### src/sphere_set_separation_distance_unit_macros.svh
// assertion macros shared by the sphere separation unit
`ifndef SPHERE_SET_SEPARATION_DISTANCE_UNIT_MACROS_SVH
`define SPHERE_SET_SEPARATION_DISTANCE_UNIT_MACROS_SVH
`ifndef NO_ASSERTIONS
// property checked on every rising clock edge outside reset
`define SSDU_ASSERT(lbl, prop, msg) \
   lbl: assert property (@(posedge clock) disable iff (reset) prop) else $error(msg);
// condition in one cycle implies outcome in the next
`define SSDU_ASSERT_NEXT(lbl, pre, post, msg) \
   lbl: assert property (@(posedge clock) disable iff (reset) pre |=> post) else $error(msg);
`else
`define SSDU_ASSERT(lbl, prop, msg)
`define SSDU_ASSERT_NEXT(lbl, pre, post, msg)
`endif
`endif

### src/ssdu_pkg.sv
// shared constants and types of the sphere separation unit
`timescale 1ns / 1ps
package ssdu_pkg;
   localparam int COORD_WIDTH = 32;
   localparam int QUEUE_DEPTH = 2;

   typedef struct packed {
      logic last_pair;
      logic want_points;
   } item_flags_type;

   typedef enum logic [1:0] {F_IDLE, F_SQUARE, F_PUSH} front_state_type;

   typedef enum logic [2:0] {
      B_IDLE, B_SQRT, B_UPDATE, B_MUL, B_DIV, B_APPLY, B_EMIT
   } back_state_type;

   // width of one queue entry: flags, squared distance, two spheres
   function automatic int queue_width(input int cw);
      return 2 + (2 * cw + 4) + 6 * cw + 2 * (cw - 1);
   endfunction
endpackage

### src/ssdu_if.sv
// request and response channel interfaces
`timescale 1ns / 1ps
interface ssdu_req_if #(parameter int CW = ssdu_pkg::COORD_WIDTH) ();
   logic valid;
   logic ready;
   logic signed [CW-1:0] a_center_x;
   logic signed [CW-1:0] a_center_y;
   logic signed [CW-1:0] a_center_z;
   logic [CW-2:0] a_radius;
   logic signed [CW-1:0] b_center_x;
   logic signed [CW-1:0] b_center_y;
   logic signed [CW-1:0] b_center_z;
   logic [CW-2:0] b_radius;
   logic last_pair;
   logic want_points;
   modport source(output valid, a_center_x, a_center_y, a_center_z, a_radius,
                  b_center_x, b_center_y, b_center_z, b_radius, last_pair,
                  want_points, input ready);
   modport sink(input valid, a_center_x, a_center_y, a_center_z, a_radius,
                b_center_x, b_center_y, b_center_z, b_radius, last_pair,
                want_points, output ready);
endinterface


### src/ssdu_front.sv
// front end: takes a sphere pair and forms the squared center distance
`timescale 1ns / 1ps
module ssdu_front #(
   parameter int CW = ssdu_pkg::COORD_WIDTH
) (
   input  logic clock,
   input  logic reset,
   ssdu_req_if.sink req_if,
   output logic push_valid,
   input  logic push_ready,
   output logic [ssdu_pkg::queue_width(CW)-1:0] push_data
);
   import ssdu_pkg::*;

   front_state_type state_ff, state_in;
   logic [1:0] cnt_ff;
   logic signed [CW-1:0] ac_ff [3];
   logic signed [CW-1:0] bc_ff [3];
   logic [CW-2:0] ar_ff, br_ff;
   item_flags_type flags_ff;
   logic [2*CW+1:0] sq_ff;
   logic [2*CW+3:0] acc_ff;
   logic signed [CW-1:0] ac_sel, bc_sel;
   logic [CW:0] diff, abs_diff;
   logic accept;

   // axis picked by the step counter
   always_comb begin
      case (cnt_ff)
         2'd0: begin
            ac_sel = ac_ff[0];
            bc_sel = bc_ff[0];
         end
         2'd1: begin
            ac_sel = ac_ff[1];
            bc_sel = bc_ff[1];
         end
         default: begin
            ac_sel = ac_ff[2];
            bc_sel = bc_ff[2];
         end
      endcase
      diff = {ac_sel[CW-1], ac_sel} - {bc_sel[CW-1], bc_sel};
      abs_diff = diff[CW] ? (~diff + 1'b1) : diff;
   end

   // next state
   always_comb begin
      case (state_ff)
         F_IDLE:   state_in = req_if.valid ? F_SQUARE : F_IDLE;
         F_SQUARE: state_in = (cnt_ff == 2'd3) ? F_PUSH : F_SQUARE;
         F_PUSH:   state_in = push_ready ? F_IDLE : F_PUSH;
         default:  state_in = F_IDLE;
      endcase
   end

   // handshake outputs
   always_comb begin
      req_if.ready = (state_ff == F_IDLE);
      push_valid = (state_ff == F_PUSH);
   end

   assign accept = req_if.valid && req_if.ready;
   assign push_data = {flags_ff, acc_ff, ac_ff[0], ac_ff[1], ac_ff[2], ar_ff,
                       bc_ff[0], bc_ff[1], bc_ff[2], br_ff};

   // control state
   always_ff @(posedge clock) begin
      if (reset) begin
         state_ff <= F_IDLE;
         cnt_ff <= 2'd0;
      end else begin
         state_ff <= state_in;
         if (accept) begin
            cnt_ff <= 2'd0;
         end else if (state_ff == F_SQUARE) begin
            cnt_ff <= cnt_ff + 2'd1;
         end
      end
   end

   // capture the pair, then square and sum one axis per cycle
   always_ff @(posedge clock) begin
      if (accept) begin
         ac_ff[0] <= req_if.a_center_x;
         ac_ff[1] <= req_if.a_center_y;
         ac_ff[2] <= req_if.a_center_z;
         bc_ff[0] <= req_if.b_center_x;
         bc_ff[1] <= req_if.b_center_y;
         bc_ff[2] <= req_if.b_center_z;
         ar_ff <= req_if.a_radius;
         br_ff <= req_if.b_radius;
         flags_ff.last_pair <= req_if.last_pair;
         flags_ff.want_points <= req_if.want_points;
         acc_ff <= '0;
      end else if (state_ff == F_SQUARE) begin
         if (cnt_ff != 2'd3) begin
            sq_ff <= abs_diff * abs_diff;
         end
         if (cnt_ff != 2'd0) begin
            acc_ff <= acc_ff + {2'b00, sq_ff};
         end
      end
   end
endmodule

### src/flat_wrapper.sv
// flat-port wrapper written by rule: the top's interface ports become plain ports
module ssdu_front_flat import ssdu_pkg::*;
#(
   parameter int CW = ssdu_pkg::COORD_WIDTH
)
  (clock, reset, push_valid, push_ready, push_data, req_if_valid, req_if_a_center_x, req_if_a_center_y, req_if_a_center_z, req_if_a_radius, req_if_b_center_x, req_if_b_center_y, req_if_b_center_z, req_if_b_radius, req_if_last_pair, req_if_want_points, req_if_ready);
  ssdu_req_if #(.CW(CW)) req_if_i ();
  input  logic clock;
  input  logic reset;
  output logic push_valid;
  input  logic push_ready;
  output logic [ssdu_pkg::queue_width(CW)-1:0] push_data;
  input wire logic [$bits(req_if_i.valid)-1:0] req_if_valid;
  input wire logic [$bits(req_if_i.a_center_x)-1:0] req_if_a_center_x;
  input wire logic [$bits(req_if_i.a_center_y)-1:0] req_if_a_center_y;
  input wire logic [$bits(req_if_i.a_center_z)-1:0] req_if_a_center_z;
  input wire logic [$bits(req_if_i.a_radius)-1:0] req_if_a_radius;
  input wire logic [$bits(req_if_i.b_center_x)-1:0] req_if_b_center_x;
  input wire logic [$bits(req_if_i.b_center_y)-1:0] req_if_b_center_y;
  input wire logic [$bits(req_if_i.b_center_z)-1:0] req_if_b_center_z;
  input wire logic [$bits(req_if_i.b_radius)-1:0] req_if_b_radius;
  input wire logic [$bits(req_if_i.last_pair)-1:0] req_if_last_pair;
  input wire logic [$bits(req_if_i.want_points)-1:0] req_if_want_points;
  output wire logic [$bits(req_if_i.ready)-1:0] req_if_ready;
  assign req_if_i.valid = req_if_valid;
  assign req_if_i.a_center_x = req_if_a_center_x;
  assign req_if_i.a_center_y = req_if_a_center_y;
  assign req_if_i.a_center_z = req_if_a_center_z;
  assign req_if_i.a_radius = req_if_a_radius;
  assign req_if_i.b_center_x = req_if_b_center_x;
  assign req_if_i.b_center_y = req_if_b_center_y;
  assign req_if_i.b_center_z = req_if_b_center_z;
  assign req_if_i.b_radius = req_if_b_radius;
  assign req_if_i.last_pair = req_if_last_pair;
  assign req_if_i.want_points = req_if_want_points;
  assign req_if_ready = req_if_i.ready;
  ssdu_front #(.CW(CW)) u_core (.clock(clock), .reset(reset), .req_if(req_if_i), .push_valid(push_valid), .push_ready(push_ready), .push_data(push_data));
endmodule
### config.mk
export PLATFORM = sky130hd
export DESIGN_NAME = ssdu_front_flat
export DESIGN_NICKNAME = d
export VERILOG_FILES = /design/src/sphere_set_separation_distance_unit_macros.svh /design/src/ssdu_pkg.sv /design/src/ssdu_if.sv /design/src/ssdu_front.sv /design/src/flat_wrapper.sv
export SDC_FILE = /design/constraint.sdc
export NUM_CORES = 2
export LEC_CHECK = 0
export BUFFER_PORTS_ARGS = -buffer_cell sky130_fd_sc_hd__buf_2
export CAP_MARGIN = 20
export CELL_PAD_IN_SITES_DETAIL_PLACEMENT = 1
export CELL_PAD_IN_SITES_GLOBAL_PLACEMENT = 1
export CORE_UTILIZATION = 33
export CTS_BUF_LIST = sky130_fd_sc_hd__clkbuf_4
export CTS_CLUSTER_SIZE = 14
export DETAILED_ROUTE_END_ITERATION = 12
export PLACE_DENSITY_LB_ADDON = 0.1
export SLEW_MARGIN = 5
export SYNTH_ARGS = -nofsm -noshare
export SYNTH_HDL_FRONTEND = slang
export SYNTH_SLANG_ARGS = --single-unit
export TNS_END_PERCENT = 100
### constraint.sdc
create_clock -name clock -period 26.2 [get_ports clock]
set_clock_uncertainty 0.2 [all_clocks]
set_input_delay 5.24 -clock clock [delete_from_list [all_inputs] [get_ports clock]]
set_output_delay 5.24 -clock clock [all_outputs]
set_load 0.03 [all_outputs]
==> impl_metrics.ini <==
[status]
status = complete, no violations

[placed_design]
io_buffers = 585
placed_area_sq_mm = 0.0556
dp_hpwl_microns = 150000
dp.cells = 7646
gp_congestion = 0.887

[global_routing]
grt_pass1_wl_microns = 274000
overflow = 0
grt_util_met2 = 0.413
grt_max_degree = 74
met1_usage = 0.310
grt_pass1_vias = 42923
grt_util_met3 = 0.0520
antenna_found_initial = 12
grt.busiest_layer = met2
grt_usage = 0.242

[sta]
worst_slew_pin_slew_ns = 1.14
finalCritPeriodShare = 0.562
max_freq_mhz = 68.0
post-route-min-period_ns = 14.71
timing.setup.tns_ns = 0
slew_headroom = 0.241
rsz0062_at_grt = false
setup_viol = 0
drv_slew = 0
hold_viol = 0

[worst_setup_path]
cp_max_fo = 50
crit_required_ns = 26.79
r2r_cells = 42
critPathLaunch = u_core.cnt_ff[0]
end_kind = flop
arrival_ns = 15.30
crit_type = flop to flop
crit_top_cell = fa_1
r2r_start = u_core.cnt_ff[0]
cp-start-kind = flop
reg2reg_slack_ns = 11.49
max_stage_delay_ns = 0.88
crit_slowest_cell = inv_1

[logic_synthesis]
ys_async_sr_fraction = 0
yosys-top-cells-area = fa_1 34%, edfxtp_1 19%, ha_1 9.2%, inv_1 8.2%, nand2_1 4.3%
synth-edff-count = 321
synth_seq_cells = 393
synth_top_flop_cell = edfxtp_1
yosysTopAreaCellShare = 0.345
ys_seq_area_frac = 0.221
synth.distinct_cells = 93
synth.largest_area_cell = fa_1
ys_warn_count = 0
postSynthCellCount = 5151
syn_avg_cell_area_sq_um = 9.72
synth.cell_area_sq_mm = 0.0501

[hold_path]
hp-class = flop to flop
holdPathStages = 2
hp-start = u_core.acc_ff[7]

[final_layout]
layout-drive-gt1-share = 0.157
syn_to_final_growth_pct = 14.0
final_design_area_no_fill_sq_mm = 0.0571
final_cells = 7857
nets = 7236

[cts]
path_clk_slew_ns = 0.06
cts_root_buf = clkbuf_4
clock_sinks = 393
cts_max_level = 3
holdBufCountCts = 0
cts_tree = built
numCtsBuffers = 113
cts_setup_buffers = 0
clockBufferDepth = 3
ctsResizeCount = 0
insertion_delay_ns = 1.09

[floorplanning]
initial_core_util = 0.333
dieArea_sq_mm = 0.153
rows = 142
dieWidth_microns = 392
die_h_microns = 392
boundaryPins = 586
fp.coreArea_sq_mm = 0.150

[routing]
drc = 0
wl_microns = 185000
vias = 38457
wire_per_inst_microns = 23.5
vias_per_cell = 4.89
drt-pass1-iter-count = 8
first_iter_violations = 1884
ant_nets = 0

[job]
cap_violations = 0
per-stage QoR:
stage	worst slack (ns)	util	hold WS, ns
finish	11.49	0.380	0.282
global route	10.86	0.380	0.302
CTS	11.45	0.380	0.286
detailed placement	11.44	0.370	0.274
global placement	11.70	0.370	0.263
floorplan	12.70	-	0.264
synth_stat cells (all sizes together), types with 38 or more instances:
| master | n |
|---|---|
| o21ai | 137 |
| a21oi | 260 |
| nand3 | 52 |
| nand2 | 572 |
| ha | 369 |
| inv | 1106 |
| nand4 | 39 |
| edfxtp | 321 |
| xnor2 | 115 |
| xor2 | 61 |
| nor3 | 38 |
| buf | 43 |
| nor2 | 393 |
| clkbuf | 150 |
| fa | 862 |
| dfxtp | 72 |
| a21o | 103 |
critical path, delay by kind of cell (launching register included):
family	cells	cell delay [ns]
flip-flops	1	0.37
multiplexers	1	0.25
AND/OR/NAND/NOR	6	1.97
adder cells (fa/ha/maj)	11	5.24
buffers and inverters	8	2.07
AO/OA/AOI/OAI	15	4.19
XOR/XNOR	1	0.09
sequential cells by signal (all words and copies together), names as in the netlist:
register / cells
u_core.ac_ff: 96
u_core.acc_ff: 68
u_core.ar_ff: 31
u_core.bc_ff: 96
u_core.br_ff: 31
u_core.cnt_ff: 2
u_core.push_data: 2
u_core.sq_ff: 65
u_core.state_ff: 2
layout make-up:
class	instances	area, sq um
Fill cell	17465	93200
Antenna cell	5	12.5
Inverter	1107	4160
Clock buffer	174	1310
Sequential cell	393	11100
Clock inverter	32	176
Tap cell	2016	2520
Timing Repair Buffer	649	3410
Multi-Input combinational cell	3481	34400
metal layers:
metal | wire length (microns) | share of wire | vias up
li1 | - | - | 17557
met1 | 79200 | 0.43 | 19658
met2 | 89900 | 0.49 | 1014
met3 | 11200 | 0.061 | 222
met4 | 4490 | 0.024 | 6
met5 | 45 | 0.00024 | -
worst paths after layout:
kind                       to
min          u_core.acc_ff[7]
max          u_core.sq_ff[62]
min reg2reg  u_core.acc_ff[7]
max reg2reg  u_core.sq_ff[62]
kinds of logic (layout without fill, tap and decap cells):
logic type               after synthesis  count (layout)  share of synthesized area
XOR/XNOR                             176             176                     0.0315
buffers and inverters               1300            1962                     0.0986
AND/OR/NAND/NOR                     1268            1268                      0.110
other                                  2              30                   0.000150
adder cells (fa/ha/maj)             1231            1231                      0.437
multiplexers                           9               9                    0.00185
flip-flops                           393             393                      0.221
AO/OA/AOI/OAI                        772             772                      0.100
layout by cell type (no fill, tap or decap), drive strengths merged, types with 27 or more instances in the layout:
cell	count
nor3	38
o21bai	27
fa	862
xor2	61
edfxtp	321
and3	31
inv	1111
nor2	393
ha	369
a22o	34
clkbuf	174
xnor2	115
dfxtp	72
nand3	52
clkinv	28
a21oi	260
a21o	103
nand2	572
a22oi	37
o21ai	137
and2	32
buf	649
nand4	39
Power is not shown: default switching activity piles up to over one toggle a cycle in this logic, so the estimate is an artifact.
