===== config.mk =====
export PLATFORM = sky130hd
export DESIGN_NAME = ssdu_queue
export DESIGN_NICKNAME = d
export VERILOG_FILES = /design/src/ssdu_pkg.sv /design/src/ssdu_queue.sv
export VERILOG_INCLUDE_DIRS = /design/src /design/src/src
export SDC_FILE = /design/constraint.sdc
export NUM_CORES = 1
export LEC_CHECK = 0
export ABC_AREA = 0
export BUFFER_PORTS_ARGS = -buffer_cell sky130_fd_sc_hd__buf_2
export CAP_MARGIN = 20
export CORE_AREA = 2 2 55 57
export DETAILED_ROUTE_END_ITERATION = 10
export DIE_AREA = 0 0 57 59
export PLACE_DENSITY_LB_ADDON = 0.1
export SLEW_MARGIN = 20
export SYNTH_ARGS = -nofsm -noshare
export SYNTH_HDL_FRONTEND = slang
export SYNTH_SLANG_ARGS = --single-unit

===== constraint.sdc =====
create_clock -name clock -period 1.4 [get_ports clock]
set_input_delay 0.07 -clock clock [delete_from_list [all_inputs] [get_ports clock]]
set_output_delay 0.07 -clock clock [all_outputs]
set_load 0.005 [all_outputs]

===== src/sphere_set_separation_distance_unit_macros.svh =====
// assertion macros shared by the sphere separation unit
`ifndef SPHERE_SET_SEPARATION_DISTANCE_UNIT_MACROS_SVH
`define SPHERE_SET_SEPARATION_DISTANCE_UNIT_MACROS_SVH
`ifndef NO_ASSERTIONS
// property checked on every rising clock edge outside reset
`define SSDU_ASSERT(lbl, prop, msg) \
   lbl: assert property (@(posedge clock) disable iff (reset) prop) else $error(msg);
// condition in one cycle implies outcome in the next
`define SSDU_ASSERT_NEXT(lbl, pre, post, msg) \
   lbl: assert property (@(posedge clock) disable iff (reset) pre |=> post) else $error(msg);
`else
`define SSDU_ASSERT(lbl, prop, msg)
`define SSDU_ASSERT_NEXT(lbl, pre, post, msg)
`endif
`endif


===== src/ssdu_pkg.sv =====
// shared constants and types of the sphere separation unit
`timescale 1ns / 1ps
package ssdu_pkg;
   localparam int COORD_WIDTH = 32;
   localparam int QUEUE_DEPTH = 2;

   typedef struct packed {
      logic last_pair;
      logic want_points;
   } item_flags_type;

   typedef enum logic [1:0] {F_IDLE, F_SQUARE, F_PUSH} front_state_type;

   typedef enum logic [2:0] {
      B_IDLE, B_SQRT, B_UPDATE, B_MUL, B_DIV, B_APPLY, B_EMIT
   } back_state_type;

   // width of one queue entry: flags, squared distance, two spheres
   function automatic int queue_width(input int cw);
      return 2 + (2 * cw + 4) + 6 * cw + 2 * (cw - 1);
   endfunction
endpackage


===== src/ssdu_queue.sv =====
// short queue between the front and back ends
`timescale 1ns / 1ps
`include "sphere_set_separation_distance_unit_macros.svh"
module ssdu_queue #(
   parameter int W = 8,
   parameter int DEPTH = ssdu_pkg::QUEUE_DEPTH
) (
   input  logic clock,
   input  logic reset,
   input  logic push_valid,
   output logic push_ready,
   input  logic [W-1:0] push_data,
   output logic pop_valid,
   input  logic pop_ready,
   output logic [W-1:0] pop_data
);
   import ssdu_pkg::*;

   localparam int PTR_W = (DEPTH > 1) ? $clog2(DEPTH) : 1;
   localparam int CNT_W = $clog2(DEPTH + 1);

   logic [W-1:0] mem_ff [DEPTH];
   logic [PTR_W-1:0] wr_ptr_ff, rd_ptr_ff;
   logic [CNT_W-1:0] cnt_ff;
   logic do_push, do_pop;

   assign push_ready = (cnt_ff != CNT_W'(DEPTH));
   assign pop_valid = (cnt_ff != '0);
   assign pop_data = mem_ff[rd_ptr_ff];
   assign do_push = push_valid && push_ready;
   assign do_pop = pop_valid && pop_ready;

   // pointers and fill count
   always_ff @(posedge clock) begin
      if (reset) begin
         wr_ptr_ff <= '0;
         rd_ptr_ff <= '0;
         cnt_ff <= '0;
      end else begin
         if (do_push) begin
            wr_ptr_ff <= (wr_ptr_ff == PTR_W'(DEPTH - 1)) ? '0 : wr_ptr_ff + 1'b1;
         end
         if (do_pop) begin
            rd_ptr_ff <= (rd_ptr_ff == PTR_W'(DEPTH - 1)) ? '0 : rd_ptr_ff + 1'b1;
         end
         if (do_push && !do_pop) begin
            cnt_ff <= cnt_ff + 1'b1;
         end else if (do_pop && !do_push) begin
            cnt_ff <= cnt_ff - 1'b1;
         end
      end
   end

   // entry storage
   always_ff @(posedge clock) begin
      if (do_push) begin
         mem_ff[wr_ptr_ff] <= push_data;
      end
   end

   `SSDU_ASSERT(a_cnt_max, cnt_ff <= CNT_W'(DEPTH), "queue count above depth")
   `SSDU_ASSERT_NEXT(a_grow, do_push && !do_pop, cnt_ff == $past(cnt_ff) + 1'b1, "queue grow")
   `SSDU_ASSERT_NEXT(a_shrink, do_pop && !do_push, cnt_ff == $past(cnt_ff) - 1'b1, "queue shrink")
endmodule


==> out/results.txt, run 1 <==
Outcome = finished with violations
Failing checks = setup timing
Clock power frac = 15.6%
Max-cap violations = 0
RD Place Congestion = 0.685
Worst Path Buf+Inv = 0
CP Capture Type = flop
Fmax achieved = 708 MHz
Starting density of the core = 29.7%
Die Y = 59 um
Crit path from = cnt_ff[0]$_SDFFE_PP0P_
Die outline width = 57 um
Layout net count = 102
Max clock buf depth = 2
FF-to-FF Start = cnt_ff[0]$_SDFFE_PP0P_
Ratio of cells with drive above 1 in the final layout = 53.4%
Max_slew headroom = 86.8%
Asr flop ratio synth = 0%
Critical path class = reg2reg
Clk root buf = clkbuf_4
Initial antenna violation count = 0
Vias = 502
First-pass GRT wire length = 2370 um
Critical path, cell by cell = nand2b_4 -> and2_4 -> ha_4 -> xor2_1 -> or3_1 -> a21oi_1
Final Hold Vio Count = 0
Overall routed net length = 1430 um
Core area = 2710 um^2
Ys Warns = 0
Routed Antenna Nets = 0
Worst setup path end = cnt_ff[1]$_SDFFE_PP0P_
Die area = 3360 um^2
Register bit total from synthesis = 21
N_diodes = 0
Worst-Margin Slew = 0.198 ns
Total gr overflow = 0
Vias in the first global route = 516
Post-synth EDFFs = 16
Final Skew = 0.00101 ns
Period minus WS final = 1.41 ns
Yosys cell types = 17
Dpl hpwl = 994 um
RSZ-0062 raised after global routing = true
CTS tree = done
Static Leak = 0.460 nW
Critical R2R Capture = cnt_ff[1]$_SDFFE_PP0P_
Synth area leader = edfxtp_1
Pin count of the biggest net entering global routing = 12
Share of the synthesized area in the top cell type = 59.6%
GRT Total Usage = 9.55%
Synthesized cell area = 806 um^2
H-tree Lvls = 1
Clk pin slew, worst setup/hold paths = 0.11 ns
Final Slew Violations = 0
FF-to-FF path depth = 6
Logic pwr share = 34.8%
Max rail drop VDD = 0.000781 V
Crit-path max cell delay = 0.36 ns
CTS Buf Count = 3
Top_reg_cell synth = edfxtp_1
Cell-internal power = 1.30 mW
Syn avg cell area = 16.4 um^2
Seq/Total Area, Yosys = 72.0%
Synth Net Count = 62
Post-route cell area = 1160 um^2
WP data arrival = 1.64 ns
Crit path depth = 6
Min-Delay Path Class = in2reg
CP required = 1.63 ns
Clock Latency Late Sink = 0.29 ns
# port buffers = 21
CP top delay family = simple AND/OR/NAND/NOR gates
R2r setup slk = -0.01 ns
Final Setup Violations = 1
Final period utilization = 101%
Post-synth top cells = edfxtp_1, mux2_2, dfxtp_1, nor2_1, xor2_1
Site Rows = 19
Flop pwr share = 49.6%
Via/cell ratio = 4.22
Highest net fanout along the worst path = 4
Routed len/inst = 12.0 um
CTS Sinks = 21
Placed Area = 1030 um^2
Cell count after synthesis = 49
Setup bufs post-CTS = 0
Number of remaining DRC errors = 0
Synth top area cells = edfxtp_1, dfxtp_1, mux2_2, xor2_1, nand2b_4
Pre-CTS setup slack = -0.0238 ns
# fillers = 276
Top-Level Pins = 22
Pwr per Cell Area = 1550 nW/um^2
Area delta synth->final = 43.5%
Startpoint class of the critical path = flop
Min setup slack post-route = -0.0119 ns
Net Switching = 0.492 mW
Critical-path top delay cell = dfxtp_2
Net Sw Frac = 27.4%
DR iter-0 viols = 2
Drt pass-1 iters = 4
Most frequent cell after synthesis = edfxtp_1
[cells by family after synthesis]
family / share of synthesized area (%)
fa+ha+maj: 1.55
simple gates: 7.14
xor+xnor: 3.26
flops: 72.1
mux: 11.2
buf+inv: 1.09
compound gates: 3.73
[worst min path at each step]
stage                       startpoint                endpoint  slack (ns)  depth (start not counted)
after floorplan                  reset  cnt_ff[0]$_SDFFE_PP0P_        0.13                          1
after global placement    push_data[7]  mem_ff[1][7]$_DFFE_PP_        0.26                          1
after detailed placement  push_data[7]  mem_ff[1][7]$_DFFE_PP_        0.26                          1
after CTS                   push_valid  wr_ptr_ff$_SDFFE_PP0N_        0.08                          3
after global routing        push_valid  wr_ptr_ff$_SDFFE_PP0N_        0.09                          3
final                       push_valid  wr_ptr_ff$_SDFFE_PP0N_        0.09                          3
[registers in the layout (all words and copies together) (netlist names), named ones only]
register / cells
rd_ptr_ff: 1
cnt_ff: 2
wr_ptr_ff: 1
mem_ff: 16
[routing by layer]
metal / routed length [um] / share of wire, % / up-vias / track usage, %
met3: 78 / 5.5 / 2 / 2.18
met1: 613 / 43 / 229 / 10.9
li1: - / - / 258 / -
met4: 12 / 0.84 / 0 / 4.98
met2: 721 / 51 / 13 / 16.7
met5: 0 / 0 / - / 0
[cell usage in the layout, fill, tap and decap left out, types with 2 or more instances in the layout]
cell type,netlist,routed
buf_2,1,21
edfxtp_1,16,16
dlygate4sd3_1,0,9
mux2_2,8,8
buf_4,0,4
xor2_1,3,3
nor2_1,3,3
clkbuf_4,0,3
a21oi_1,2,2
dfxtp_2,0,2
buf_12,0,2
dfxtp_1,5,2
[power groups by stage]
stage	registers, mW	logic, mW	clock network, mW
after floorplan	0.855	0.366	0
after global placement	0.894	0.617	0
after detailed placement	0.899	0.616	0
after CTS	0.891	0.640	0.297
after global routing	0.909	0.694	0.330
final	0.891	0.626	0.280
[metrics by stage]
stage,util [%],std cells,power (mW),hold WS [ns],setup TNS [ns]
floorplan,-,49,1.22,0.135,0
global placement,38.2,106,1.51,0.258,0
detailed placement,38.2,106,1.51,0.264,-0.0238
CTS,42.6,119,1.83,0.0768,-0.0218
global route,42.7,119,1.93,0.0857,-0.0753
finish,42.7,119,1.80,0.0897,-0.0119
[final cells by class]
class	instances	area (um^2)	share of cell area (%)
inverters	1	3.75	0.325
flip-flops and latches	21	587	50.8
clock buffers	4	26.3	2.27
multi-input cells	26	235	20.3
repair buffers	36	265	22.9
well taps	31	38.8	3.35
[worst reg2reg max path, cell delays in order (launching register included)]
cell and delay [ns]:
dfxtp_2 0.36, nand2b_4 0.14, and2_4 0.16, ha_4 0.14, xor2_1 0.13, or3_1 0.30
a21oi_1 0.12
[what timing repair did]
item	4_1_cts	5_1_grt
hold buffers	9	0
resized for setup	2	1
setup endpoints to repair	9	2
hold endpoints to repair	21	0
(Power assumes the default switching activity.)
==> run 2, diff against run 1 <==
--- a/config.mk
+++ b/config.mk
@@ -8,11 +8,11 @@
 export LEC_CHECK = 0
 export ABC_AREA = 0
 export BUFFER_PORTS_ARGS = -buffer_cell sky130_fd_sc_hd__buf_2
-export CAP_MARGIN = 20
+export CAP_MARGIN = 25
 export CORE_AREA = 2 2 55 57
 export DETAILED_ROUTE_END_ITERATION = 10
 export DIE_AREA = 0 0 57 59
-export PLACE_DENSITY_LB_ADDON = 0.1
+export PLACE_DENSITY = 0.48
 export SLEW_MARGIN = 20
 export SYNTH_ARGS = -nofsm -noshare
 export SYNTH_HDL_FRONTEND = slang
==> run 2 against run 1 <==
Effect of this change: the flow still finishes with violations (setup timing); critical endpoint unchanged; combinational power rose by 8.1%; register-to-register slack got worse by 0.03 ns; largest cell class unchanged; flip-flop and latch count stayed put; cell area is 1.2% higher; via count increased by 4.2%; maximum frequency fell by 2.1%; largest power group unchanged; sequential share of layout area decreased by 0.60 points.
==> out/results.txt, run 2 (same netlist as run 1, synthesis figures left out) <==
Clk root buf = clkbuf_4
Min setup slack post-route = -0.0427 ns (-0.0308 ns)
Overall routed net length = 1420 um (-0.42%)
Die outline width = 57 um (unchanged)
Commonest cells after routing, fill and taps aside = buf_2, edfxtp_1, dlygate4sd3_1
CTS tree = done
DR iter-0 viols = 3 (+1)
Clock Latency Late Sink = 0.30 ns (about the same)
Area delta synth->final = 45.2%
Placed insts = 105 (-0.94%)
CTS Buf Count = 3 (unchanged)
Flop pwr share = 47.9% (-1.7 points)
Pwr per Cell Area = 1580 nW/um^2 (+1.5%)
Vias in the first global route = 567 (+9.9%)
GRT busiest layer = met2
Layout net count = 102 (unchanged)
Register area = 587 um^2 (unchanged)
Most common cell after layout, fill and taps aside = buf_2
Final period utilization = 103% (+2.2 points)
Worst-Margin Slew = 0.208 ns (+0.0100 ns)
Routed Antenna Nets = 0 (unchanged)
CTS Sinks = 21 (unchanged)
N_diodes = 0 (unchanged)
Net Sw Frac = 27.6% (+0.18 points)
First-pass GRT wire length = 2410 um (+1.8%)
Max clock buf depth = 2 (unchanged)
Clock power frac = 15.4% (-0.2 points)
Routed len/inst = 11.9 um (-0.42%)
Largest regs = mem_ff: 16 flops, cnt_ff: 2 flops
GRT Total Usage = 9.48% (-0.069 points)
Logic pwr share = 36.7% (+1.9 points)
Fmax achieved = 693 MHz (-2.1%)
Drt pass-1 iters = 4 (unchanged)
Hold Crit Endpoint = wr_ptr_ff$_SDFFE_PP0N_
Area of the multi-input gates = 241 um^2 (+2.7%)
RSZ-0062 raised after global routing = true
Pre-CTS setup slack = -0.0340 ns (-0.0102 ns)
FF-to-FF Start = cnt_ff[0]$_SDFFE_PP0P_
Top-Level Pins = 22 (unchanged)
Crit-path max cell delay = 0.37 ns (about the same)
CP Capture Type = flop
Net Switching = 0.509 mW (+3.4%)
Min-Delay Path Class = in2reg
Met3 Track Usage GR = 2.84% (+0.66 points)
Total gr overflow = 0 (unchanged)
Final Setup Violations = 1 (unchanged)
Core area = 2710 um^2 (unchanged)
R2r setup slk = -0.04 ns (-0.03 ns)
FF-to-FF path depth = 6 (unchanged)
RD Place Congestion = 0.603 (-12%)
# fillers = 285 (+3.3%)
Ratio of cells with drive above 1 in the final layout = 55.7% (+2.3 points)
Outcome = finished with violations
CP required = 1.63 ns (about the same)
H-tree Lvls = 1 (unchanged)
# port buffers = 21 (unchanged)
Cell-internal power = 1.34 mW (+2.5%)
Pin count of the biggest net entering global routing = 13 (+1)
Dpl hpwl = 987 um (-0.75%)
Hold path cells = 3 (unchanged)
Max reg flops = 16 (unchanged)
Period minus WS final = 1.44 ns (+0.0308 ns)
Min Hold Slack = 0.0721 ns (-0.0176 ns)
Final Skew = 0.00990 ns (+0.00889 ns)
Critical R2R Capture = cnt_ff[1]$_SDFFE_PP0P_
Static Leak = 0.465 nW (+1.0%)
Starting density of the core = 29.7% (unchanged)
Top reg by flops = mem_ff
Number of remaining DRC errors = 0 (unchanged)
Site Rows = 19 (unchanged)
Highest net fanout along the worst path = 3 (-1)
GR Util met2 = 18.1% (+1.3 points)
Max rail drop VDD = 0.000841 V (+7.8%)
Initial antenna violation count = 0 (unchanged)
Clk pin slew, worst setup/hold paths = 0.12 ns (about the same)
Failing checks = setup timing
Startpoint class of the critical path = flop
Max-cap violations = 0 (unchanged)
Via/cell ratio = 4.39 (+4.2%)
Critical path, cell by cell = nand2b_4 -> and2_4 -> ha_4 -> xor2_1 -> or3_1 -> a21oi_2
Critical-path top delay cell = dfxtp_4
Die Y = 59 um (unchanged)
Die area = 3360 um^2 (unchanged)
Final Slew Violations = 0 (unchanged)
Fin cells = 119 (unchanged)
Critical path class = reg2reg
Vias = 523 (+4.2%)
WP data arrival = 1.67 ns (+0.03 ns)
Max_slew headroom = 86.0% (-0.81 points)
Final Hold Vio Count = 0 (unchanged)
GR Util met1 = 9.99% (-0.91 points)
Hold_sp = push_valid
-- run 2: changes by cell type in the layout (fill, tap and decap cells not counted) --
| cell | change |
|---|---|
| a21oi_1 | -1 |
| a21oi_2 | +1 |
| buf_2 | -1 |
| buf_6 | +1 |
| clkbuf_1 | -1 |
| clkinv_2 | +1 |
| or2_2 | -1 |
| or2_4 | +1 |
-- run 2: worst max path at each step --
| stage | to | start | cells after the start |
|---|---|---|---|
| 2_1_floorplan | cnt_ff[1]$_SDFFE_PP0P_ | cnt_ff[0]$_SDFFE_PP0P_ | 6 |
| 3_3_place_gp | cnt_ff[1]$_SDFFE_PP0P_ | cnt_ff[1]$_SDFFE_PP0P_ | 6 |
| 3_5_place_dp | cnt_ff[1]$_SDFFE_PP0P_ | cnt_ff[1]$_SDFFE_PP0P_ | 6 |
| 4_1_cts | cnt_ff[1]$_SDFFE_PP0P_ | cnt_ff[0]$_SDFFE_PP0P_ | 6 |
| 5_1_grt | cnt_ff[1]$_SDFFE_PP0P_ | cnt_ff[0]$_SDFFE_PP0P_ | 6 |
| 6_report | cnt_ff[1]$_SDFFE_PP0P_ | cnt_ff[0]$_SDFFE_PP0P_ | 6 |
-- run 2: stage by stage --
stage          TNS (ns)  power (mW)  utilization (%)  instance area (um^2)
2_1_floorplan         0        1.22                -                   826
3_3_place_gp          0        1.48             37.9                  1030
3_5_place_dp    -0.0340        1.50             37.9                  1030
4_1_cts         -0.0625        1.84             42.8                  1160
5_1_grt         -0.0973        1.99             43.2                  1170
6_report        -0.0427        1.85             43.2                  1170
-- run 2: area by class of cell --
class	instances	area share, %
Multi-Input combinational cell	26	20.6
Clock buffer	3	1.93
Sequential cell	21	50.2
Tap cell	31	3.32
Timing Repair Buffer	36	23.2
Clock inverter	1	0.428
Inverter	1	0.321
-- run 2: power by group through the flow --
stage	Combinational, mW	Clock (mW)	Sequential (mW)
detailed placement	0.597	0	0.899
global placement	0.587	0	0.897
global route	0.759	0.329	0.901
CTS	0.655	0.300	0.888
finish	0.677	0.285	0.884
floorplan	0.366	0	0.855
-- run 2: critical path: cells and delay by family (launching register included) --
family / cells / cell delay [ns]
xor gates and xnor gates: 1 / 0.13
and+or+nand+nor: 3 / 0.61
adders and majority gates: 1 / 0.14
AOI/OAI and AO/OA: 1 / 0.13
DFF: 1 / 0.37
-- run 2: per-layer routing --
layer / vias to the layer above / part of all wire [%] / wire, um
li1: 259 / - / -
met1: 250 / 40 / 567
met2: 14 / 53 / 758
met3: 0 / 6.7 / 95
met4: 0 / 0 / 0
met5: - / 0 / 0
-- run 2: what timing repair did --
item                                    in CTS  in global routing
hold buffers                                 9                  0
resized for setup                            4                  2
setup buffers                                1                  0
endpoints found under the hold margin       19                  0
endpoints found under the setup margin       9                  2
