**src/sphere_set_separation_distance_unit_macros.svh**
```systemverilog
// assertion macros shared by the sphere separation unit
`ifndef SPHERE_SET_SEPARATION_DISTANCE_UNIT_MACROS_SVH
`define SPHERE_SET_SEPARATION_DISTANCE_UNIT_MACROS_SVH
`ifndef NO_ASSERTIONS
// property checked on every rising clock edge outside reset
`define SSDU_ASSERT(lbl, prop, msg) \
   lbl: assert property (@(posedge clock) disable iff (reset) prop) else $error(msg);
// condition in one cycle implies outcome in the next
`define SSDU_ASSERT_NEXT(lbl, pre, post, msg) \
   lbl: assert property (@(posedge clock) disable iff (reset) pre |=> post) else $error(msg);
`else
`define SSDU_ASSERT(lbl, prop, msg)
`define SSDU_ASSERT_NEXT(lbl, pre, post, msg)
`endif
`endif

```
**src/ssdu_pkg.sv**
```systemverilog
// shared constants and types of the sphere separation unit
`timescale 1ns / 1ps
package ssdu_pkg;
   localparam int COORD_WIDTH = 32;
   localparam int QUEUE_DEPTH = 2;

   typedef struct packed {
      logic last_pair;
      logic want_points;
   } item_flags_type;

   typedef enum logic [1:0] {F_IDLE, F_SQUARE, F_PUSH} front_state_type;

   typedef enum logic [2:0] {
      B_IDLE, B_SQRT, B_UPDATE, B_MUL, B_DIV, B_APPLY, B_EMIT
   } back_state_type;

   // width of one queue entry: flags, squared distance, two spheres
   function automatic int queue_width(input int cw);
      return 2 + (2 * cw + 4) + 6 * cw + 2 * (cw - 1);
   endfunction
endpackage

```
**src/ssdu_if.sv**
```systemverilog


interface ssdu_rsp_if #(parameter int CW = ssdu_pkg::COORD_WIDTH) ();
   logic valid;
   logic ready;
   logic [CW:0] separation;
   logic points_valid;
   logic signed [CW-1:0] near_a_x;
   logic signed [CW-1:0] near_a_y;
   logic signed [CW-1:0] near_a_z;
   logic signed [CW-1:0] near_b_x;
   logic signed [CW-1:0] near_b_y;
   logic signed [CW-1:0] near_b_z;
   modport source(output valid, separation, points_valid, near_a_x, near_a_y,
                  near_a_z, near_b_x, near_b_y, near_b_z, input ready);
   modport sink(input valid, separation, points_valid, near_a_x, near_a_y,
                near_a_z, near_b_x, near_b_y, near_b_z, output ready);
endinterface

```
**src/ssdu_back.sv**
```systemverilog
// back end: square root, running maximum and near surface points
`timescale 1ns / 1ps
`include "sphere_set_separation_distance_unit_macros.svh"
module ssdu_back #(
   parameter int CW = ssdu_pkg::COORD_WIDTH
) (
   input  logic clock,
   input  logic reset,
   input  logic pop_valid,
   output logic pop_ready,
   input  logic [ssdu_pkg::queue_width(CW)-1:0] pop_data,
   ssdu_rsp_if.source rsp_if
);
   import ssdu_pkg::*;

   localparam int SUM_W = 2 * CW + 4;
   localparam int REM_W = CW + 5;
   localparam int CNT_W = $clog2(2 * CW + 1);

   back_state_type state_ff, state_in;
   item_flags_type pop_flags, flags_ff;
   logic [SUM_W-1:0] pop_sum;
   logic signed [CW-1:0] pop_ax, pop_ay, pop_az, pop_bx, pop_by, pop_bz;
   logic [CW-2:0] pop_ar, pop_br;

   logic signed [CW-1:0] ac_ff [3];
   logic signed [CW-1:0] bc_ff [3];
   logic [CW-2:0] ar_ff, br_ff;
   logic [SUM_W-1:0] rad_ff;
   logic [REM_W-1:0] rem_ff;
   logic [CW+1:0] root_ff;
   logic [CNT_W-1:0] cnt_ff;

   logic [CW:0] best_sep_ff;
   logic best_found_ff;
   logic signed [CW-1:0] best_ac_ff [3];
   logic signed [CW-1:0] best_bc_ff [3];
   logic [CW-2:0] best_ar_ff, best_br_ff;
   logic [CW:0] best_len_ff;

   logic [2:0] job_ff;
   logic [2*CW-1:0] dvd_ff, quo_ff;
   logic [CW:0] drem_ff;
   logic neg_ff;
   logic signed [CW-1:0] near_a_ff [3];
   logic signed [CW-1:0] near_b_ff [3];

   logic rsp_valid_ff;
   logic [CW:0] out_sep_ff;
   logic out_pv_ff;
   logic signed [CW-1:0] out_a_ff [3];
   logic signed [CW-1:0] out_b_ff [3];

   logic [REM_W-1:0] sq_rem, sq_trial;
   logic sq_take;
   logic [CW-1:0] rad_sum;
   logic signed [CW+2:0] sep;
   logic upd;
   logic side_b;
   logic [1:0] axis;
   logic signed [CW:0] vdiff;
   logic [CW:0] vabs;
   logic [CW+1:0] dv_rem;
   logic dv_take;
   logic [CW-1:0] offset;
   logic signed [CW-1:0] base;
   logic signed [CW+1:0] coord;
   logic signed [CW-1:0] coord_sat;
   logic emit_ok;

   assign {pop_flags, pop_sum, pop_ax, pop_ay, pop_az, pop_ar,
           pop_bx, pop_by, pop_bz, pop_br} = pop_data;

   // one root bit per cycle
   always_comb begin
      sq_rem = {rem_ff[REM_W-3:0], rad_ff[SUM_W-1:SUM_W-2]};
      sq_trial = {{(REM_W-CW-4){1'b0}}, root_ff, 2'b01};
      sq_take = (sq_rem >= sq_trial);
   end

   // candidate separation against the running maximum
   always_comb begin
      rad_sum = {1'b0, ar_ff} + {1'b0, br_ff};
      sep = $signed({2'b00, root_ff[CW:0]}) - $signed({3'b000, rad_sum});
      upd = (sep > $signed({2'b00, best_sep_ff}));
   end

   // point job: axis and side
   always_comb begin
      side_b = (job_ff >= 3'd3);
      case (job_ff)
         3'd0, 3'd3: axis = 2'd0;
         3'd1, 3'd4: axis = 2'd1;
         default:    axis = 2'd2;
      endcase
      vdiff = {best_ac_ff[axis][CW-1], best_ac_ff[axis]}
            - {best_bc_ff[axis][CW-1], best_bc_ff[axis]};
      vabs = vdiff[CW] ? (~vdiff + 1'b1) : vdiff;
   end

   // one quotient bit per cycle
   always_comb begin
      dv_rem = {drem_ff, dvd_ff[2*CW-1]};
      dv_take = (dv_rem >= {1'b0, best_len_ff});
   end

   // offset applied to the center, then saturated
   always_comb begin
      offset = (best_len_ff == '0) ? '0 : quo_ff[CW-1:0];
      base = side_b ? best_bc_ff[axis] : best_ac_ff[axis];
      if (neg_ff == side_b) begin
         coord = {{2{base[CW-1]}}, base} - {2'b00, offset};
      end else begin
         coord = {{2{base[CW-1]}}, base} + {2'b00, offset};
      end
      if ((coord[CW+1] == coord[CW]) && (coord[CW] == coord[CW-1])) begin
         coord_sat = coord[CW-1:0];
      end else if (coord[CW+1]) begin
         coord_sat = {1'b1, {(CW-1){1'b0}}};
      end else begin
         coord_sat = {1'b0, {(CW-1){1'b1}}};
      end
   end

   assign emit_ok = !rsp_valid_ff || rsp_if.ready;

   // next state
   always_comb begin
      case (state_ff)
         B_IDLE:   state_in = pop_valid ? B_SQRT : B_IDLE;
         B_SQRT:   state_in = (cnt_ff == CNT_W'(1)) ? B_UPDATE : B_SQRT;
         B_UPDATE: begin
            if (!flags_ff.last_pair) begin
               state_in = B_IDLE;
            end else if (flags_ff.want_points && (best_found_ff || upd)) begin
               state_in = B_MUL;
            end else begin
               state_in = B_EMIT;
            end
         end
         B_MUL:    state_in = B_DIV;
         B_DIV:    state_in = (cnt_ff == CNT_W'(1)) ? B_APPLY : B_DIV;
         B_APPLY:  state_in = (job_ff == 3'd5) ? B_EMIT : B_MUL;
         B_EMIT:   state_in = emit_ok ? B_IDLE : B_EMIT;
         default:  state_in = B_IDLE;
      endcase
   end

   // handshake outputs
   always_comb begin
      pop_ready = (state_ff == B_IDLE);
      rsp_if.valid = rsp_valid_ff;
   end

   assign rsp_if.separation = out_sep_ff;
   assign rsp_if.points_valid = out_pv_ff;
   assign rsp_if.near_a_x = out_a_ff[0];
   assign rsp_if.near_a_y = out_a_ff[1];
   assign rsp_if.near_a_z = out_a_ff[2];
   assign rsp_if.near_b_x = out_b_ff[0];
   assign rsp_if.near_b_y = out_b_ff[1];
   assign rsp_if.near_b_z = out_b_ff[2];

   // control state and running best
   always_ff @(posedge clock) begin
      if (reset) begin
         state_ff <= B_IDLE;
         best_sep_ff <= '0;
         best_found_ff <= 1'b0;
         rsp_valid_ff <= 1'b0;
         job_ff <= 3'd0;
      end else begin
         state_ff <= state_in;
         // response valid: set on emit, cleared on transfer
         if ((state_ff == B_EMIT) && emit_ok) begin
            rsp_valid_ff <= 1'b1;
         end else if (rsp_valid_ff && rsp_if.ready) begin
            rsp_valid_ff <= 1'b0;
         end
         case (state_ff)
            B_UPDATE: begin
               if (upd) begin
                  best_sep_ff <= sep[CW:0];
                  best_found_ff <= 1'b1;
               end
               job_ff <= 3'd0;
            end
            B_APPLY: job_ff <= job_ff + 3'd1;
            B_EMIT: begin
               if (emit_ok) begin
                  best_sep_ff <= '0;
                  best_found_ff <= 1'b0;
               end
            end
            default: ;
         endcase
      end
   end

   // datapath registers
   always_ff @(posedge clock) begin
      case (state_ff)
         B_IDLE: begin
            if (pop_valid) begin
               ac_ff[0] <= pop_ax;
               ac_ff[1] <= pop_ay;
               ac_ff[2] <= pop_az;
               bc_ff[0] <= pop_bx;
               bc_ff[1] <= pop_by;
               bc_ff[2] <= pop_bz;
               ar_ff <= pop_ar;
               br_ff <= pop_br;
               flags_ff <= pop_flags;
               rad_ff <= pop_sum;
               rem_ff <= '0;
               root_ff <= '0;
               cnt_ff <= CNT_W'(CW + 2);
            end
         end
         B_SQRT: begin
            rad_ff <= {rad_ff[SUM_W-3:0], 2'b00};
            rem_ff <= sq_take ? (sq_rem - sq_trial) : sq_rem;
            root_ff <= {root_ff[CW:0], sq_take};
            cnt_ff <= cnt_ff - 1'b1;
         end
         B_UPDATE: begin
            if (upd) begin
               best_ac_ff <= ac_ff;
               best_bc_ff <= bc_ff;
               best_ar_ff <= ar_ff;
               best_br_ff <= br_ff;
               best_len_ff <= root_ff[CW:0];
            end
         end
         B_MUL: begin
            dvd_ff <= vabs * (side_b ? best_br_ff : best_ar_ff);
            neg_ff <= vdiff[CW];
            drem_ff <= '0;
            quo_ff <= '0;
            cnt_ff <= CNT_W'(2 * CW);
         end
         B_DIV: begin
            dvd_ff <= {dvd_ff[2*CW-2:0], 1'b0};
            drem_ff <= dv_take ? (CW+1)'(dv_rem - {1'b0, best_len_ff})
                               : dv_rem[CW:0];
            quo_ff <= {quo_ff[2*CW-2:0], dv_take};
            cnt_ff <= cnt_ff - 1'b1;
         end
         B_APPLY: begin
            if (side_b) begin
               near_b_ff[axis] <= coord_sat;
            end else begin
               near_a_ff[axis] <= coord_sat;
            end
         end
         B_EMIT: begin
            if (emit_ok) begin
               out_sep_ff <= best_sep_ff;
               out_pv_ff <= flags_ff.want_points && best_found_ff;
               for (int i = 0; i < 3; i++) begin
                  out_a_ff[i] <= (flags_ff.want_points && best_found_ff) ? near_a_ff[i] : '0;
                  out_b_ff[i] <= (flags_ff.want_points && best_found_ff) ? near_b_ff[i] : '0;
               end
            end
         end
         default: ;
      endcase
   end

   `SSDU_ASSERT(a_sep_found, (best_sep_ff != '0) |-> best_found_ff, "best value without pair")
   `SSDU_ASSERT(a_len_nonzero, best_found_ff |-> (best_len_ff != '0), "stored pair has zero length")
   `SSDU_ASSERT(a_div_found, (state_ff == B_DIV) |-> best_found_ff, "points without stored pair")
endmodule
```
**src/flat_wrapper.sv**
```systemverilog
// flat-port wrapper written by rule: the top's interface ports become plain ports
module ssdu_back_flat import ssdu_pkg::*;
#(
   parameter int CW = ssdu_pkg::COORD_WIDTH
)
  (clock, reset, pop_valid, pop_ready, pop_data, rsp_if_valid, rsp_if_separation, rsp_if_points_valid, rsp_if_near_a_x, rsp_if_near_a_y, rsp_if_near_a_z, rsp_if_near_b_x, rsp_if_near_b_y, rsp_if_near_b_z, rsp_if_ready);
  ssdu_rsp_if #(.CW(CW)) rsp_if_i ();
  input  logic clock;
  input  logic reset;
  input  logic pop_valid;
  output logic pop_ready;
  input  logic [ssdu_pkg::queue_width(CW)-1:0] pop_data;
  output wire logic [$bits(rsp_if_i.valid)-1:0] rsp_if_valid;
  output wire logic [$bits(rsp_if_i.separation)-1:0] rsp_if_separation;
  output wire logic [$bits(rsp_if_i.points_valid)-1:0] rsp_if_points_valid;
  output wire logic [$bits(rsp_if_i.near_a_x)-1:0] rsp_if_near_a_x;
  output wire logic [$bits(rsp_if_i.near_a_y)-1:0] rsp_if_near_a_y;
  output wire logic [$bits(rsp_if_i.near_a_z)-1:0] rsp_if_near_a_z;
  output wire logic [$bits(rsp_if_i.near_b_x)-1:0] rsp_if_near_b_x;
  output wire logic [$bits(rsp_if_i.near_b_y)-1:0] rsp_if_near_b_y;
  output wire logic [$bits(rsp_if_i.near_b_z)-1:0] rsp_if_near_b_z;
  input wire logic [$bits(rsp_if_i.ready)-1:0] rsp_if_ready;
  assign rsp_if_valid = rsp_if_i.valid;
  assign rsp_if_separation = rsp_if_i.separation;
  assign rsp_if_points_valid = rsp_if_i.points_valid;
  assign rsp_if_near_a_x = rsp_if_i.near_a_x;
  assign rsp_if_near_a_y = rsp_if_i.near_a_y;
  assign rsp_if_near_a_z = rsp_if_i.near_a_z;
  assign rsp_if_near_b_x = rsp_if_i.near_b_x;
  assign rsp_if_near_b_y = rsp_if_i.near_b_y;
  assign rsp_if_near_b_z = rsp_if_i.near_b_z;
  assign rsp_if_i.ready = rsp_if_ready;
  ssdu_back #(.CW(CW)) u_core (.clock(clock), .reset(reset), .pop_valid(pop_valid), .pop_ready(pop_ready), .pop_data(pop_data), .rsp_if(rsp_if_i));
endmodule
```
**config.mk**
```make
export PLATFORM = sky130hd
export DESIGN_NAME = ssdu_back_flat
export DESIGN_NICKNAME = d
export VERILOG_FILES = /design/src/ssdu_pkg.sv /design/src/ssdu_if.sv /design/src/ssdu_back.sv /design/src/flat_wrapper.sv
export VERILOG_INCLUDE_DIRS = /design/src /design/src/src
export SDC_FILE = /design/constraint.sdc
export NUM_CORES = 2
export LEC_CHECK = 0
export BUFFER_PORTS_ARGS = -buffer_cell sky130_fd_sc_hd__buf_2
export CORE_MARGIN = 5
export CORE_UTILIZATION = 40
export CTS_CLUSTER_DIAMETER = 60
export DETAILED_ROUTE_END_ITERATION = 8
export GPL_TIMING_DRIVEN = 1
export PLACE_DENSITY = 0.61
export SYNTH_ARGS = -nofsm -noshare
export SYNTH_HDL_FRONTEND = slang
export SYNTH_SLANG_ARGS = --single-unit
```
**constraint.sdc**
```tcl
create_clock -name clock -period 38.1 [get_ports clock]
set_input_delay 7.62 -clock clock [delete_from_list [all_inputs] [get_ports clock]]
set_output_delay 7.62 -clock clock [all_outputs]
set_load 0.1 [all_outputs]
```
==> results.toml <==
[global_routing]
grt_overflow = 0
antenna_found_initial = 25
grt.total_usage = 0.232
grt_pass1_wl_um = 414000
first_global_vias = 65817
grt_max_degree = 131

[synthesis]
ys_top_cells_by_area = "edfxtp_1 41%, fa_1 20%, ha_1 6.4%"
yosysWarningCount = 0
syn_avg_cell_area_um2 = 10.9
synth_edf_count = 1235
synth_top_area_frac = 0.407
syn_nets = 10107
yosys.area.top_type = "edfxtp_1"
ys_ff_latch = 1276
yosysSeqAreaShare = 0.416
mappedNetlistArea_mm2 = 0.0911
synthArstFlopShare = 0
synth_cell_types = 109
dominantRegCellSynth = "edfxtp_1"
synth_cells = 8387

[place]
placed_cell_area_mm2 = 0.0976
hpwl_um = 209000
io_buffers = 555
gp_congestion = 0.933

[clocking]
ctsHoldBuffers = 0
cts.sinks = 1276
cts_tree = "built"
path_clk_slew_ns = 0.06
cts_resized = 0
ctsRootBufferMaster = "clkbuf_16"
clkLatencyLatePin_ns = 0.83
ctsLongestPathBuffers = 3
htreeDepth = 4
cts_inserted_buffers = 144
post_cts_buffers = 0

[sta]
max_slew_margin = 0.0600
tightest_slew_ns = 1.40
clock_skew_ns = 0.0655
min_period_ns = 16.13
finalSetupViolCount = 0
report.final.slew_viol_count = 0
setup-tns-final_ns = 0
min_period_over_period = 0.423
rsz0062_at_grt = "false"
fmax_mhz = 62.0
hold_viol = 0

[floorplanning]
die_h_um = 487
die_w_um = 487
num_rows = 175
io_pins = 556
core_region_area_mm2 = 0.227
die-area_mm2 = 0.238
initial_utilization = 0.401

[critical_path]
crit_arrival_ns = 16.61
crit_slowest_cell = "o31ai_1"
max_stage_delay_ns = 1.00
rr_worst_depth = 53
path_class = "reg2reg"
cp-end-kind = "flop"
critPathMaxFanout = 50
cp-start-kind = "flop"
crit_path_start = "u_core.job_ff[0]"
crit_required_ns = 38.59
r2r_start = "u_core.job_ff[0]"

[layout]
fin_nets = 10570
final_cell_mix = "1235 x edfxtp_1, 1172 x inv_1, 1144 x nand2_1"
fill_cells = 21124
area_delta_synth_final_pct = 12.5
multi_input_area_mm2 = 0.0476
design_area_mm2 = 0.103
layout.area.seq_mm2 = 0.0379
layout.cells.most_common = "edfxtp_1"
drive_gt1_frac = 0.121

[routing]
routed_via_density = 5.34
firstDrtPassIters = 8
dr_total_vias = 64013
first_iter_violations = 5629
drcViolationCount = 2
detail_route.wl_per_cell_um = 23.1
ant_nets = 0
routed_wl_um = 278000

[run]
max-cap-violations = 0

[pwr]
ir_drop_mv = 0.0427
p_leak_nw = 46.1
power_density_mw_per_mm2 = 34.8

[run_status]
outcome = "finished with violations"
violations = "design-rule violations"

[worst_hold_path]
min_path_cells = 0
min_from = "u_core.bc_ff[35]"
hold_path_class = "reg2reg"
cell families (layout without fill, tap and decap cells):
family	count (synthesis)	in the layout	share of synthesized area
xor gates and xnor gates	274	274	0.0275
AOI/OAI and AO/OA	1104	1104	0.0787
buffers and inverters	1567	2150	0.0658
other	0	12	0
and+or+nand+nor	2606	2606	0.126
adders and majority gates	1393	1393	0.268
muxes	167	167	0.0187
DFF	1276	1276	0.416
final timing paths:
path                           end  slack [ns]
max              u_core.dvd_ff[61]       21.97
min          u_core.best_bc_ff[35]        0.38
max reg2reg      u_core.dvd_ff[61]       21.97
min reg2reg  u_core.best_bc_ff[35]        0.38
synth_stat cells, types with 11 or more instances:
master	number
edfxtp_1	1235
inv_1	1174
nand2_1	1154
fa_1	929
nor2_1	776
ha_1	463
a21oi_1	370
clkbuf_1	319
and3_1	247
a21o_1	199
o21ai_0	190
xnor2_1	160
mux2i_1	157
xor2_1	101
and2_1	75
nand3_1	63
nor3_1	51
nand4_1	46
o21bai_1	46
nand2b_1	44
buf_2	43
nor2b_1	42
dfxtp_1	41
a31oi_1	33
o21a_1	31
a211oi_1	27
nor4_1	23
or2_2	22
o31ai_1	20
or3_1	19
buf_1	18
o211ai_1	15
a31o_2	13
a21boi_0	12
o21ai_1	12
o31a_1	12
a41oi_1	11
flip-flops by register name (all words and copies together) (netlist names), 34 cells and up:
signal and flops:
u_core.near_b_ff 96, u_core.ac_ff 96, u_core.dvd_ff 64, u_core.out_a_ff 96, u_core.rad_ff 68, u_core.near_a_ff 96, u_core.out_b_ff 96, u_core.best_bc_ff 96
u_core.bc_ff 96, u_core.best_ac_ff 96, u_core.rem_ff 35, u_core.root_ff 34
report_power, final:
group          internal (mW)  leakage [nW]  switching [mW]
registers               1.59          12.2          0.0240
clock network          0.789          2.32           0.611
logic                  0.223          31.6           0.338
worst max-delay path: cells and delay by family, from the launching register on:
kind,cells,cell delay [ns]
DFF,1,0.75
and+or+nand+nor,1,0.10
muxes,2,0.41
buffers and inverters,14,2.60
adders and majority gates,11,4.86
xor gates and xnor gates,2,0.38
AOI/OAI and AO/OA,23,6.60
metrics by stage:
| stage | std cells | hold slack (ns) | total power, mW | utilization | setup WS, ns |
|---|---|---|---|---|---|
| 2_1_floorplan | 8387 | 0.400 | 2.02 | - | 21.96 |
| 3_5_place_dp | 11713 | 0.405 | 2.20 | 0.430 | 22.12 |
| 5_1_grt | 11982 | 0.392 | 3.73 | 0.451 | 21.08 |
| 3_3_place_gp | 11713 | 0.401 | 2.19 | 0.430 | 22.33 |
| 6_report | 11991 | 0.380 | 3.57 | 0.452 | 21.97 |
| 4_1_cts | 11979 | 0.375 | 3.61 | 0.451 | 22.11 |
per-layer routing:
| metal | global-route usage | share of wire | wire (µm) | vias to the layer above |
|---|---|---|---|---|
| li1 | - | - | - | 28656 |
| met1 | 0.308 | 0.41 | 113000 | 32009 |
| met2 | 0.370 | 0.46 | 128000 | 2728 |
| met3 | 0.0519 | 0.085 | 23700 | 596 |
| met4 | 0.0938 | 0.045 | 12500 | 24 |
| met5 | 0 | 0.00083 | 230 | - |
cell type report:
class / count / share of cell area
tap: 3009 / 0.0367
timing repair buffer: 709 / 0.0384
clock buffer: 166 / 0.0361
multi-input combinational: 5544 / 0.464
antenna: 12 / 0.000293
clock inverter: 100 / 0.0114
inverter: 1175 / 0.0432
sequential: 1276 / 0.370
No activity file was read; power rests on OpenSTA's default activity.
